`config.mk`:
```
export PLATFORM = sky130hd
export DESIGN_NAME = ahdd_eval
export DESIGN_NICKNAME = d
export VERILOG_FILES = /design/src/sv/ahdd_pkg.sv /design/src/sv/ahdd_eval.sv
export SDC_FILE = /design/constraint.sdc
export NUM_CORES = 1
export LEC_CHECK = 0
export ABC_AREA = 1
export ABC_CLOCK_PERIOD_IN_PS = 7410
export BUFFER_PORTS_ARGS = -buffer_cell sky130_fd_sc_hd__buf_2
export CAP_MARGIN = 40
export CORE_ASPECT_RATIO = 1.4
export CORE_UTILIZATION = 25
export DETAILED_ROUTE_END_ITERATION = 6
export SLEW_MARGIN = 10
export SYNTH_ARGS = -nofsm -noshare
export SYNTH_HDL_FRONTEND = slang
export SYNTH_SLANG_ARGS = --single-unit
```
`constraint.sdc`:
```
create_clock -name vclk -period 7.41
set_clock_uncertainty 0.2 [all_clocks]
set_input_delay 0.741 -clock vclk [all_inputs]
set_output_delay 0.741 -clock vclk [all_outputs]
set_load 0.005 [all_outputs]
```
`src/sv/ahdd_pkg.sv`:
```
package ahdd_pkg;

   localparam int SAMPLES_PER_BURST = 8;
   localparam int AVG_SHIFT         = 3;
   localparam int SAMPLE_W          = 12;
   localparam int SUM_W             = SAMPLE_W + $clog2(SAMPLES_PER_BURST);
   localparam int TIME_W            = 32;
   localparam int THRESH_W          = 12;
   localparam int BAND_W            = 11;
   localparam int MS_W              = 16;
   localparam int CSR_INDEX_W       = 2;
   localparam int CSR_DATA_W        = 16;

   localparam logic [THRESH_W-1:0] THRESHOLD_RESET = THRESH_W'(2048);
   localparam logic [BAND_W-1:0]   BAND_RESET      = BAND_W'(50);
   localparam logic [MS_W-1:0]     DEBOUNCE_RESET  = MS_W'(100);
   localparam logic [MS_W-1:0]     INTERVAL_RESET  = MS_W'(50);

   typedef enum logic [1:0] {
      EV_NONE   = 2'd0,
      EV_OPENED = 2'd1,
      EV_CLOSED = 2'd2
   } event_type;

   typedef enum logic [CSR_INDEX_W-1:0] {
      REG_LEVEL_THRESHOLD    = 2'd0,
      REG_HYSTERESIS_BAND    = 2'd1,
      REG_DEBOUNCE_MS        = 2'd2,
      REG_SAMPLE_INTERVAL_MS = 2'd3
   } reg_index_type;

   typedef logic [SAMPLE_W-1:0] sample_type;

   typedef struct packed {
      logic [TIME_W-1:0]                    now_ms;
      sample_type [SAMPLES_PER_BURST-1:0]   samples;
   } item_type;

   typedef struct packed {
      logic [THRESH_W-1:0] level_threshold;
      logic [BAND_W-1:0]   hysteresis_band;
      logic [MS_W-1:0]     debounce_ms;
      logic [MS_W-1:0]     sample_interval_ms;
   } cfg_type;

   typedef struct packed {
      logic              started;
      logic              open_level;
      logic [TIME_W-1:0] last_eval_ms;
      sample_type        held_average;
      logic              change_pending;
      logic              pending_level;
      logic [TIME_W-1:0] pending_since_ms;
   } state_type;

   typedef struct packed {
      sample_type averaged_value;
      logic       level_open;
      event_type  edge_event;
      logic       evaluated;
   } result_type;

endpackage

```
`src/sv/ahdd_eval.sv`:
```
module ahdd_eval
   import ahdd_pkg::*;
(
   input  cfg_type    cfg,
   input  state_type  state,
   input  item_type   item,
   output state_type  state_next,
   output result_type result
);

   always_comb begin
      logic [SUM_W-1:0]      sum;
      sample_type            avg;
      logic [THRESH_W-1:0]   band_ext;
      logic [THRESH_W-1:0]   lo;
      logic [THRESH_W:0]     hi_wide;
      logic [THRESH_W-1:0]   hi;
      logic                  gate_open;
      logic                  debounce_done;
      logic                  want_open;
      logic                  in_band;
      event_type             ev;
      logic                  evaluated;

      sum = '0;
      for (int k = 0; k < SAMPLES_PER_BURST; k++) begin
         sum = sum + SUM_W'(item.samples[k]);
      end
      avg = SAMPLE_W'(sum >> AVG_SHIFT);

      band_ext = THRESH_W'(cfg.hysteresis_band);
      lo       = (cfg.level_threshold > band_ext) ? cfg.level_threshold - band_ext : '0;
      hi_wide  = {1'b0, cfg.level_threshold} + {1'b0, band_ext};
      hi       = hi_wide[THRESH_W] ? '1 : hi_wide[THRESH_W-1:0];

      gate_open     = (item.now_ms - state.last_eval_ms) >=
                      TIME_W'(cfg.sample_interval_ms);
      debounce_done = (item.now_ms - state.pending_since_ms) >=
                      TIME_W'(cfg.debounce_ms);

      want_open = 1'b0;
      in_band   = 1'b0;
      if (avg < lo) begin
         want_open = 1'b1;
      end else if (avg > hi) begin
         want_open = 1'b0;
      end else begin
         in_band = 1'b1;
      end

      state_next = state;
      ev         = EV_NONE;
      evaluated  = 1'b0;

      if (!state.started) begin
         state_next.started      = 1'b1;
         state_next.held_average = avg;
         state_next.open_level   = avg < cfg.level_threshold;
      end else if (gate_open) begin
         evaluated               = 1'b1;
         state_next.last_eval_ms = item.now_ms;
         state_next.held_average = avg;
         if (in_band || want_open == state.open_level) begin
            state_next.change_pending = 1'b0;
         end else if (!state.change_pending || state.pending_level != want_open) begin
            state_next.change_pending   = 1'b1;
            state_next.pending_level    = want_open;
            state_next.pending_since_ms = item.now_ms;
         end else if (debounce_done) begin
            state_next.change_pending = 1'b0;
            state_next.open_level     = want_open;
            ev                        = want_open ? EV_OPENED : EV_CLOSED;
         end
      end

      result.averaged_value = state_next.held_average;
      result.level_open     = state_next.open_level;
      result.edge_event     = ev;
      result.evaluated      = evaluated;
   end

endmodule

```
---- Yosys cells after proc, flatten, opt, wreduce, memory -nomap -nowiden ----
Index checks and enable logic that the tools add are counted.
storage, ports and cells
  input bits .............................. 263
  output and inout bits ................... 96
  logic and storage cells ................. 48
  register bits ........................... 0
cells by class
  multiplexer cells ....................... 26
  magnitude comparators ................... 6
  add/sub/neg operators ................... 11
  equality and inequality tests ........... 2
  reduce and logical (&&, ||, !) cells .... 3
operators with widths
  operator            number
  $mux W79            1
  $mux W33            2
  $ge A32 B16 Y1      2
  $sub A32 B32 Y32    2
  $add A15 B12 Y15    4
  $mux W12            3
  $mux W34            1
  $mux W32            1
  $lt A12 B12 Y1      2
  $add A14 B12 Y15    1
  $add A13 B12 Y14    1
  $add A12 B11 Y13    1
  $add A12 B12 Y13    1
  $gt A12 B11 Y1      1
  $gt A12 B12 Y1      1
  $mux W1             12
  $mux W2             6
  $sub A12 B11 Y12    1
  $logic_or A1 B1 Y1  2
  $eq A1 B1 Y1        1
  $logic_not A1 Y1    1
  $ne A1 B1 Y1        1

---- Depth between registers and ports, before layout ----
  depth in word-level cells ............... 15
  gate-level depth with buffers ........... 33
  depth with buffers taken out ............ 32

---- Least setup slack after synthesis ----
OpenSTA, ideal clock, no wires.
  path type ............................... input-to-output
  from .................................... input port item[3] (netlist name)
  to ...................................... output port state_next[78] (netlist name)
  arrival time ............................ 5.707 ns
  cell stages on the path ................. 30
  data required time ...................... 6.469 ns
  setup slack ............................. 0.762 ns
  cell sequence ........................... inv_1 fa_1 inv_1 fa_1 fa_1 inv_1 fa_1 inv_1 fa_1 a31oi_1 o21ai_0 nand3_1 nand2_1 xor2_1 ha_1 a21oi_1 o21ai_0 o21ai_0 nand2_1 nand4_1 nand2_1 nand2_1 nand2_2 nand3_4 inv_1 nand2_1 nand2_1 nand2_1 nand2_1 buf_4
RTL lines
  element          line            text
  start, declared  ahdd_eval.sv:6  input item_type item,
  end, declared    ahdd_eval.sv:7  output state_type state_next,

==> out/metrics.yaml <==
critical_path:
  cp_max_fo: 7
  critical-path-slowest-cell: "fa_2"
  crit_top_cell: "nand2_1"
  critPathRequiredTime_ns: 6.47
  end_kind: "output port"
  cp.arrival_ns: 6.21
  cp_slowest_stage_delay_ns: 0.60
  path_class: "primary input to output port"
  cp-start-kind: "primary input"
finish:
  nClkBuffers: 0
  area_growth_pct: 24.0
  seq_cells: 0
  utilization_pct: 31.6
  seq_area_um2: 0
  final_cell_area_um2: 14300
  filler_cell_count: 5312
  nNetsFinal: 2909
  drive_gt1_share_pct: 18.8
global_routing:
  grtUsageTotal_pct: 17.6
  grt_pass1_vias: 13300
  grt_overflow: 0
  grt_pass1_wl_um: 65800
  antenna_found_initial: 1
  grt_start_max_net_pins: 63
floorplanning:
  die_y_um: 256
  pin_count: 359
  rows: 92
  coreArea_um2: 45400
  die_w_um: 184
  initial_core_util_pct: 25.5
  die_area_um2: 47100
timing:
  timing.final.ws_setup_ns: 0.263
  min_period_over_period_pct: 96.5
  drv_slew: 0
  max_freq_mhz: 140
  hold_violations: 0
  max-slew-margin-rel_pct: 58.6
  worstMarginPinSlew_ns: 0.621
  period_minus_slack_ns: 7.15
  fin_tns_setup_ns: 0
  setup-violations-final: 0
detailed_routing:
  drcViolationCount: 0
  ant_nets: 0
  first_iter_violations: 438
  num_vias: 13500
  wire_per_inst_um: 14.5
  wl_um: 43800
  vias_per_cell: 4.46
  dr.pass1.iters: 5
placement:
  hpwl_um: 38900
  pre_cts_slack_ns: 0.0538
  dpl-instance-area_um2: 14000
  gp_congestion: 0.973
  port_buffers: 358
flow_run:
  max_cap_violations: 0
yosys:
  syn_area_per_cell_um2: 5.60
  synth_cells: 2062
  yosysWarnings: 0
  synth.net_count: 2558
  yosys.cell_types.count: 47
  synth_area_um2: 11600
  seq_area_frac_synth_pct: 0
run_status:
  outcome: "finished, final reports clean"
clock_tree:
  ctsHoldBuffers: 0
power:
  irDropWorstVdd_mv: 0.579
  power_density_nw_per_um2: 444
  power.leakage_nw: 8.82
hold_path:
  min_path_type: "primary input to output port"
report_power, final:
group          leakage (nW)  switching [mW]  internal, mW
clock network    0.00000634               0  0.0000000181
logic                  8.82            3.62          2.74
registers                 0               0             0
total                  8.82            3.62          2.74
cells in the final DEF, fill, tap and decap left out, types with 5 or more instances in the layout:
master	n
o21ai_0	39
inv_1	478
inv_2	7
nand4_1	31
nand3b_1	7
nor2_2	7
o21a_1	5
a21o_1	6
nor3_1	21
fa_1	71
buf_4	21
nand2_2	11
nand3_2	6
a21oi_1	116
ha_1	155
xor2_1	37
nand2_1	618
o21ai_1	34
o21bai_1	10
or2_2	5
buf_2	358
a31oi_1	5
nor2_1	170
nand3_1	136
xnor2_1	5
cell type report:
cell class         instances  area (um^2)  area share (%)
multi-input cells       1538         9630            67.2
repair buffers           387         2110            14.7
inverters                486         1820            12.7
well taps                611          764            5.34
diodes                     1         2.50          0.0175
critical path: cells and delay by family:
family                     cells  cell delay, ns
and+or+nand+nor               12            1.03
xor gates and xnor gates       1            0.17
buffers and inverters          8            0.89
AOI/OAI and AO/OA              5            0.68
adders and majority gates      6            2.68
per-layer routing:
metal / track usage, % / vias up / share of wire, %
met5: 0 / - / 0
met4: 5.63 / 0 / 3.9
met3: 0.724 / 69 / 3.6
met2: 37.4 / 379 / 56
met1: 17.3 / 6003 / 37
li1: - / 7044 / -
per-stage QoR:
| stage | instances | hold WS [ns] | power (mW) |
|---|---|---|---|
| final | 3023 | 1.55 | 6.36 |
| after global routing | 3023 | 1.57 | 7.17 |
| after CTS | 3013 | 1.55 | 5.76 |
| after detailed placement | 3013 | 1.55 | 5.73 |
| after global placement | 3013 | 1.55 | 5.70 |
| after floorplan | 2062 | 1.37 | 3.89 |
cell usage after synthesis, types with 2 or more instances:
cell	instances	area (um^2)
nand3_2	6	60.1
and2_4	2	17.5
nand3b_1	7	52.6
o211ai_1	2	15.0
o21ai_2	2	17.5
nand2_4	3	33.8
nor2_1	170	638
nand2_1	621	2330
a21oi_1	120	601
nand4_1	31	194
a21o_1	6	45.0
nand2_2	9	56.3
and2_1	2	12.5
ha_1	159	1990
o21ai_0	42	210
o21a_1	5	37.5
buf_6	4	45.0
nor3_1	21	105
a211oi_1	2	15.0
xor2_1	40	350
or2_2	5	31.3
nand3_1	136	681
fa_1	74	1480
nor2_2	7	43.8
o21bai_1	10	75.1
buf_4	21	158
xnor2_1	5	43.8
clkbuf_1	2	7.51
inv_1	478	1790
inv_2	7	26.3
o21ai_1	32	160
a31oi_1	6	37.5
buf_2	11	55.1
kinds of logic after synthesis:
logic type      Yosys count  synth area share [%]
compound gates          233                  10.9
xor+xnor                 45                  3.41
fa+ha+maj               233                  30.0
buf+inv                 524                  18.1
other cells               1                0.0325
simple gates           1026                  37.5
what timing repair did:
| item | CTS | global route |
|---|---|---|
| setup buffers | 0 | 5 |
| gates resized for setup | 0 | 33 |
| endpoints found under the setup margin | 0 | 38 |
final timing paths:
kind | slack [ns] | end | start | depth (start not counted)
hold / removal | 1.55 | state_next[25] | state[25] | 4
setup / recovery | 0.26 | state_next[5] | item[26] | 32
(Power assumes the default switching activity.)
